File: config.mk
export PLATFORM = sky130hd
export DESIGN_NAME = rsmp_ctrl
export DESIGN_NICKNAME = d
export VERILOG_FILES = /design/src/rtl/rsmp_pkg.sv /design/src/rtl/rsmp_ctrl.sv
export SDC_FILE = /design/constraint.sdc
export NUM_CORES = 1
export LEC_CHECK = 0
export BUFFER_PORTS_ARGS = -buffer_cell sky130_fd_sc_hd__buf_4
export CORE_MARGIN = 2
export CORE_UTILIZATION = 55
export DETAILED_ROUTE_END_ITERATION = 12
export PLACE_DENSITY = 0.76
export RECOVER_POWER = 25
export SYNTH_ARGS = -nofsm -noshare
export SYNTH_HDL_FRONTEND = slang
export SYNTH_SLANG_ARGS = --single-unit
export TNS_END_PERCENT = 50
File: constraint.sdc
create_clock -name clk -period 3.6 [get_ports clk]
set_input_delay 0.36 -clock clk [delete_from_list [all_inputs] [get_ports clk]]
set_output_delay 0.36 -clock clk [all_outputs]
set_load 0.005 [all_outputs]
File: src/rtl/rsmp_pkg.sv
// Shared types, constants and codes for the polyphase rational resampler.
`timescale 1ns / 1ps
package rsmp_pkg;

  // Parameter defaults
  localparam int TAPS_DEF       = 16;
  localparam int MAX_PHASES_DEF = 32;
  localparam int CHANNELS_DEF   = 4;

  // Fixed field widths
  localparam int FACTOR_W    = 6;
  localparam int ENABLE_W    = 4;
  localparam int CFG_IDX_W   = 2;
  localparam int CFG_DATA_W  = 6;
  localparam int CH_W        = 2;
  localparam int SAMPLE_W    = 16;
  localparam int COEF_W      = 16;
  localparam int COEF_ADDR_W = 9;
  localparam int OFFSET_W    = 7;
  localparam int PHASE_W     = 5;
  localparam int PHASE_LIMIT = 32;
  localparam int FRAC_BITS   = 15;

  localparam int S_TDATA_W = 64;
  localparam int M_TDATA_W = 40;

  typedef enum logic [CFG_IDX_W-1:0] {
    REG_INTERP = 2'd0,
    REG_DECIM  = 2'd1,
    REG_ENABLE = 2'd2
  } cfg_reg_t;

  typedef enum logic {
    CMD_COEF   = 1'b0,
    CMD_SAMPLE = 1'b1
  } cmd_code_t;

  typedef enum logic [2:0] {
    ST_IDLE,
    ST_SETUP,
    ST_MAC,
    ST_DRAIN,
    ST_EMIT
  } state_t;

  // Controller to datapath strobes
  typedef struct packed {
    logic coef_we;
    logic hist_we;
    logic mac_en;
    logic mac_first;
    logic emit;
    logic emit_last;
  } dp_cmd_t;

  // Datapath to controller status
  typedef struct packed {
    logic busy;
    logic out_free;
  } dp_stat_t;

endpackage

File: src/rtl/rsmp_ctrl.sv
// Resampler controller: config registers, phase walk, tap sequencing.
`timescale 1ns / 1ps
module rsmp_ctrl import rsmp_pkg::*; #(
  parameter int TAPS       = TAPS_DEF,
  parameter int MAX_PHASES = MAX_PHASES_DEF,
  parameter int CHANNELS   = CHANNELS_DEF,
  localparam int TAP_AW    = $clog2(MAX_PHASES * TAPS),
  localparam int HIST_AW   = $clog2(CHANNELS * TAPS)
) (
  input  logic                  clk,
  input  logic                  rst,
  input  logic                  cfg_valid,
  output logic                  cfg_ready,
  input  logic [CFG_IDX_W-1:0]  cfg_index,
  input  logic [CFG_DATA_W-1:0] cfg_data,
  input  logic                  in_valid,
  output logic                  in_ready,
  input  logic                  in_cmd,
  input  logic [CH_W-1:0]       in_channel,
  input  logic [COEF_ADDR_W-1:0] in_coef_addr,
  output dp_cmd_t               cmd,
  output logic [TAP_AW-1:0]     tap_addr,
  output logic [HIST_AW-1:0]    hist_addr,
  output logic [CH_W-1:0]       emit_ch,
  output logic [PHASE_W-1:0]    emit_phase,
  input  dp_stat_t              stat
);

  localparam int POS_W  = $clog2(TAPS);
  localparam int CIDX_W = (CHANNELS > 1) ? $clog2(CHANNELS) : 1;
  localparam int PMAX   = (MAX_PHASES < PHASE_LIMIT) ? MAX_PHASES : PHASE_LIMIT;

  state_t state, state_next;

  logic [FACTOR_W-1:0] interp, decim;
  logic [ENABLE_W-1:0] enable;
  logic [OFFSET_W-1:0] offs [CHANNELS];
  logic [POS_W-1:0]    wpos [CHANNELS];
  logic [CIDX_W-1:0]   ch_cur;
  logic [POS_W-1:0]    head, pos, t;
  logic [OFFSET_W-1:0] r;

  logic                accept, is_sample, ch_ok;
  logic [CIDX_W-1:0]   ch_idx;
  logic [POS_W-1:0]    wp_new;
  logic [FACTOR_W-1:0] p_eff, q_eff;
  logic [OFFSET_W-1:0] p_ext, q_ext, r_step;

  assign cfg_ready = 1'b1;
  assign in_ready  = (state == ST_IDLE);
  assign accept    = in_valid & in_ready;
  assign is_sample = (in_cmd == CMD_SAMPLE);
  assign ch_idx    = CIDX_W'(in_channel);
  assign ch_ok     = (32'(in_channel) < 32'(CHANNELS)) && enable[in_channel];
  assign wp_new    = (wpos[ch_idx] == POS_W'(TAPS - 1)) ? '0 : wpos[ch_idx] + 1'b1;

  // factors clamped to their usable range
  always_comb begin
    p_eff = interp;
    if (interp == '0) p_eff = FACTOR_W'(1);
    else if (32'(interp) > PMAX) p_eff = FACTOR_W'(PMAX);
    q_eff = decim;
    if (decim == '0) q_eff = FACTOR_W'(1);
    else if (32'(decim) > PHASE_LIMIT) q_eff = FACTOR_W'(PHASE_LIMIT);
  end

  assign p_ext  = OFFSET_W'(p_eff);
  assign q_ext  = OFFSET_W'(q_eff);
  assign r_step = r + q_ext;

  always_comb begin
    if (state == ST_IDLE) begin
      tap_addr  = TAP_AW'(in_coef_addr);
      hist_addr = HIST_AW'(ch_idx) * HIST_AW'(TAPS) + HIST_AW'(wp_new);
    end else begin
      tap_addr  = TAP_AW'(r) * TAP_AW'(TAPS) + TAP_AW'(t);
      hist_addr = HIST_AW'(ch_cur) * HIST_AW'(TAPS) + HIST_AW'(pos);
    end
  end

  assign emit_ch    = CH_W'(ch_cur);
  assign emit_phase = r[PHASE_W-1:0];

  // next state
  always_comb begin
    state_next = state;
    unique case (state)
      ST_IDLE:  if (accept && is_sample && ch_ok) state_next = ST_SETUP;
      ST_SETUP: state_next = (r < p_ext) ? ST_MAC : ST_IDLE;
      ST_MAC:   if (t == POS_W'(TAPS - 1)) state_next = ST_DRAIN;
      ST_DRAIN: if (!stat.busy) state_next = ST_EMIT;
      ST_EMIT:  if (stat.out_free) state_next = ST_SETUP;
      default:  state_next = ST_IDLE;
    endcase
  end

  // datapath strobes
  always_comb begin
    cmd           = '0;
    cmd.coef_we   = accept && !is_sample &&
                    (32'(in_coef_addr) < MAX_PHASES * TAPS);
    cmd.hist_we   = accept && is_sample && ch_ok;
    cmd.mac_en    = (state == ST_MAC);
    cmd.mac_first = (t == '0);
    cmd.emit      = (state == ST_EMIT) && stat.out_free;
    cmd.emit_last = (r_step >= p_ext);
  end

  always_ff @(posedge clk) begin
    if (rst) begin
      state  <= ST_IDLE;
      interp <= FACTOR_W'(1);
      decim  <= FACTOR_W'(1);
      enable <= '0;
      for (int c = 0; c < CHANNELS; c++) begin
        offs[c] <= '0;
        wpos[c] <= '0;
      end
    end else begin
      state <= state_next;
      if (cfg_valid) begin
        case (cfg_index)
          REG_INTERP: interp <= cfg_data;
          REG_DECIM:  decim  <= cfg_data;
          REG_ENABLE: enable <= cfg_data[ENABLE_W-1:0];
          default:    ;
        endcase
      end
      if (cmd.hist_we) wpos[ch_idx] <= wp_new;
      if (state == ST_SETUP && r >= p_ext) offs[ch_cur] <= r - p_ext;
    end
  end

  // walk registers
  always_ff @(posedge clk) begin
    if (cmd.hist_we) begin
      ch_cur <= ch_idx;
      head   <= wp_new;
      r      <= offs[ch_idx];
    end
    if (state == ST_SETUP) begin
      t   <= '0;
      pos <= head;
    end
    if (state == ST_MAC) begin
      t   <= t + 1'b1;
      pos <= (pos == '0) ? POS_W'(TAPS - 1) : pos - 1'b1;
    end
    if (cmd.emit) r <= r_step;
  end

endmodule

== Word-level counts from Yosys, hierarchy flattened ==
Memory sizes are Yosys's and may differ from the RTL's.
Index checks and enable logic that the tools add are counted.
Operators by class
  div/mod/pow operators: 0
  equal/unequal tests: 12
  add/subtract/negate cells: 8
  $mul: 0
  reduce and logical (&&, ||, !) cells: 20
  bitwise logic cells: 1
  muxes and demuxes: 36
  order comparisons: 6
  shift operators: 0
Operators with widths (count)
  6-bit two-way mux: 5
  4-bit two-way mux: 7
  7-bit two-way mux: 3
  3-bit case mux with 5 select lines: 1
  7-bit by 6-bit >= comparator with 1-bit output: 2
  6-bit by 4-bit adder with 6-bit output: 2
  6-bit > comparator (second input constant): 2
  6-bit zero test: 2
  3-bit two-way mux: 4
  1-bit two-way mux: 11
  9-bit by 4-bit adder with 9-bit output: 1
  9-bit two-way mux: 1
  4-bit by 1-bit adder with 4-bit output (second input constant): 2
  4-bit == test (second input constant): 2
  4-bit zero test: 2
  7-bit by 6-bit adder with 7-bit output: 1
  7-bit by 6-bit < comparator with 1-bit output: 1
  7-bit OR reduction: 1
  7-bit by 6-bit subtractor with 7-bit output: 1
  3-bit by 2-bit == test with 1-bit output (second input constant): 2
  2-bit two-way mux: 3
  2-bit AND reduction: 3
  1-bit logical AND: 5
  2-bit by 1-bit inequality test with 1-bit output (second input constant): 2
  other kinds (15): 17
Storage, ports and cells
  latch bits: 0
  bits in writable memories: 44
  logic and storage cells: 94
  memories: 2
  register bits after elaboration: 40
  bits of input ports: 26
  memory bits (read-only): 0
Memory list
  offs: depth 4, width 7, read ports 1, clocked after memory_dff 0, wr ports 4, RTL line rsmp_ctrl.sv:37  | logic [OFFSET_W-1:0] offs [CHANNELS];
  wpos: depth 4, width 4, read ports 1, clocked after memory_dff 0, wr ports 4, RTL line rsmp_ctrl.sv:38  | logic [POS_W-1:0] wpos [CHANNELS];

== Logic depth before layout (Yosys ltp) ==
  word-level depth: 10
  mapped depth: 13
  mapped depth without buffers: 13

== Least setup slack after synthesis ==
Ideal clock, no wire load.
  path type: register to register
  start: reg interp[1]
  end: mem offs[0][6] (data pin)
  setup slack: 914 ps
  setup time: 282 ps
  period minus slack after synthesis: 2686 ps
  cell stages (with the launch flop): 12
  arrival: 2404 ps
  buffers on the path: 0
  cell sequence: dfxtp_1 > nor4_1 > nor2_1 > nor2_1 > ha_1 > inv_1 > fa_1 > a21o_1 > a21oi_1 > nor2_1 > o311ai_0 > nor3_1
RTL lines
  from (decl): RTL line rsmp_ctrl.sv:35  | logic [FACTOR_W-1:0] interp, decim;
  from (signal assigned): RTL line rsmp_ctrl.sv:123  | REG_INTERP: interp <= cfg_data;
  to (decl): RTL line rsmp_ctrl.sv:37

==> out/summary.txt <==
status: finished, final reports clean
Synth-to-Final Area Change: 13.3%
DR vias: 3531
Switch Pwr: 0.507 mW
GRT Max-Usage Layer: met2
Yosys cell types: 59
leakage dissipation: 2.23 nW
Stages on worst setup path: 13
top-count cell post-synth: edfxtp_1
Fin. Hold Viols: 0
max incr delay on CP: 0.54 ns
# nets final: 554
Ant. Diodes: 0
largest net degree at the start of global routing: 32
layout cells sized above 1: 19.9%
# setup viols final: 0
Worst Hold Class: in2reg
post-CTS setup buffer count: 0
Area contributors post-synth: edfxtp_1, dfxtp_1, ha_1
fmax: 0.293 GHz
Yosys top cell area share: 40.6%
Slew Viols, Final: 0
Final WS setup: 0.188 ns
Avg Cell Area, Syn: 10.4 um^2
WS Path Type: reg2out
first-pass GRT wire length: 17.1 mm
I/O Buffers: 54
Sw Share: 24.3%
Post-synth ARST share: 0%
I/O pin count: 56
grt met2 use: 37.9%
CP Cell Sequence: nor4_2 -> nor2_1 -> nor2_1 -> ha_2 -> inv_1 -> fa_2 -> inv_1 -> ha_1 -> a21o_1 -> a211o_1 -> o2111ai_1 -> nand3_1 -> buf_4
Reg2Reg Depth: 11
Cell Pwr Density: 383 nW/um^2
Die Wd: 97.5 um
CP bufs+invs: 3
DRT Wirelength: 10.3 mm
Vias/cell: 5.73
Synth Flop Type: edfxtp_1
clock share of power: 36.0%
initial DRC count: 177
pre-CTS setup slack: 0.514 ns
Clock Tree Buf Depth: 2
Peak VDD IR: 0.201 mV
RePlAce Congestion: 0.869
GRT Residual Overflow: 0
GRT Total Usage: 22.9%
RSZ-0062 raised after global routing: no
CTS tree: yes
vias in the first global route: 3496
core region area: 8590 um^2
clk_lat worst skew: 0.37 ns
Post-DRT Antenna Nets: 0
Yosys warning count: 0
clk slew on worst S/H paths: 0.10 ns
Logic pwr share: 12.1%
clk sinks: 84
Fillers: 704
drt drc: 0
met3 usage: 3.96%
Die Ht: 97.5 um
Slew HR: 28.0%
critical path endpoint category: output port
initial antenna violation count: 0
synthesized area: 4810 um^2
Synth top cells by count: edfxtp_1, nor2_1, nand2_1, inv_1, nor3_1
DPL Wire Length: 7.57 mm
Tmin final: 3.41 ns
top cell type by total area after synthesis: edfxtp_1
Setup crit start kind: flip-flop
Multi-input gate area: 2220 um^2
drt first pass iters: 4
Num CTS Buffers: 9
smallest hold slack: 0.233 ns
Synthesized Nets: 513
worst endpoint data arrival time: 3.05 ns
Pint: 1.58 mW
CP top delay family: adder cells
cells after synthesis: 462
FF/Latch Area: 2330 um^2
post-synthesis register bit count: 84
row cnt: 34
Reg power frac: 51.9%
H-tree depth: 3
Hold Crit Depth: 3
setup TNS: 0 ns
worst-margin pin slew: 1.08 ns
skew final: 0.0124 ns
slowest stage cell, crit path: fa_2
total die area: 9510 um^2
clock root cell: clkbuf_8
met1 Use GR: 29.9%
Required @ worst endpoint: 3.24 ns
Max FO, Critical Path: 3
initial cell density of the core: 56.0%
Max-cap violations: 0
wire per inst: 16.7 um
EDFF count, synth: 65
crit share post-route: 94.8%
sequential share of the synthesized area: 48.5%
## worst reg2reg max path: stages (launching register included)
cell and delay [ns]:
dfxtp_1 0.33, nor4_1 0.27, nor2_1 0.06, nor2_1 0.16, ha_1 0.23, inv_1 0.06, fa_1 0.39, a21o_1 0.18
a21oi_1 0.26, nor2_1 0.06, o311ai_0 0.74, nor3_1 0.10
## repair_timing
item / 4_1_cts / 5_1_grt
setup endpoints to repair: 0 / 1
hold buffers: 0 / 0
gates resized for setup: 0 / 6
## placed cells by master (no fill, tap or decap), drive strengths merged, types with 3 or more instances in the layout
| master | instances |
|---|---|
| buf | 48 |
| a21oi | 13 |
| xnor2 | 7 |
| dfxtp | 19 |
| mux4 | 12 |
| nor4 | 3 |
| clkbuf | 19 |
| nor2 | 55 |
| nand2b | 11 |
| a211oi | 3 |
| nand2 | 55 |
| mux2i | 17 |
| nand4b | 3 |
| nor2b | 9 |
| mux2 | 3 |
| nor3b | 3 |
| o21ai | 25 |
| edfxtp | 65 |
| clkinvlp | 3 |
| nor3 | 25 |
| nand3b | 3 |
| nand3 | 5 |
| or3 | 9 |
| a21o | 6 |
| ha | 23 |
| inv | 30 |
| o211ai | 3 |
## logic make-up (layout without fill, tap and decap cells)
logic type	Yosys count	count (layout)	share of synthesized area (%)
XOR/XNOR	8	8	1.46
multiplexers	32	32	9.85
other	1	1	0.0779
flip-flops	84	84	48.5
AND/OR/NAND/NOR	188	188	19.0
adder cells (fa/ha/maj)	25	25	6.81
buffers and inverters	58	104	5.56
AO/OA/AOI/OAI	66	66	8.81
## metrics by stage
| stage | util [%] | instances | total power [mW] | instance area (um^2) |
|---|---|---|---|---|
| finish | 63.5 | 616 | 2.09 | 5450 |
| CTS | 63.5 | 616 | 2.09 | 5450 |
| global placement | 60.8 | 600 | 1.35 | 5230 |
| detailed placement | 60.8 | 600 | 1.36 | 5230 |
| floorplan | - | 462 | 1.26 | 4810 |
| global route | 63.5 | 616 | 2.17 | 5450 |
## power groups by stage
stage	Clock (mW)	Sequential, mW	Combinational [mW]
floorplan	0	1.10	0.159
finish	0.752	1.08	0.252
detailed placement	0	1.11	0.252
CTS	0.755	1.08	0.254
global route	0.797	1.09	0.281
global placement	0	1.10	0.248
## final cells by class
| type | instances | share of cell area [%] |
|---|---|---|
| well taps | 108 | 2.48 |
| multi-input cells | 320 | 40.8 |
| clock inverters | 7 | 1.84 |
| inverters | 30 | 2.09 |
| flip-flops and latches | 84 | 42.8 |
| repair buffers | 58 | 7.78 |
| clock buffers | 9 | 2.27 |
## path summary, 6_finish.rpt
path	from	end	slack [ns]
min	cfg_data[0]	decim[0]$_SDFFE_PP1P_	0.23
min reg2reg	interp[0]$_SDFFE_PP1P_	interp[0]$_SDFFE_PP1P_	0.50
max	decim[4]$_SDFFE_PP0P_	cmd[0]	0.19
max reg2reg	interp[1]$_SDFFE_PP0P_	offs[2][6]$_SDFFCE_PN0P_	0.48
## metal layers
layer,vias up,share of wire (%)
li1,1728,-
met1,1661,42
met2,122,49
met3,20,6.3
met4,0,2.2
met5,-,0
## registers in the layout (all words and copies together) (netlist names)
signal   count
offs        28
wpos        16
r            7
decim        6
interp       6
enable       4
head         4
pos          4
t            4
state        3
emit_ch      2
Power figures use the tool's default switching activity.
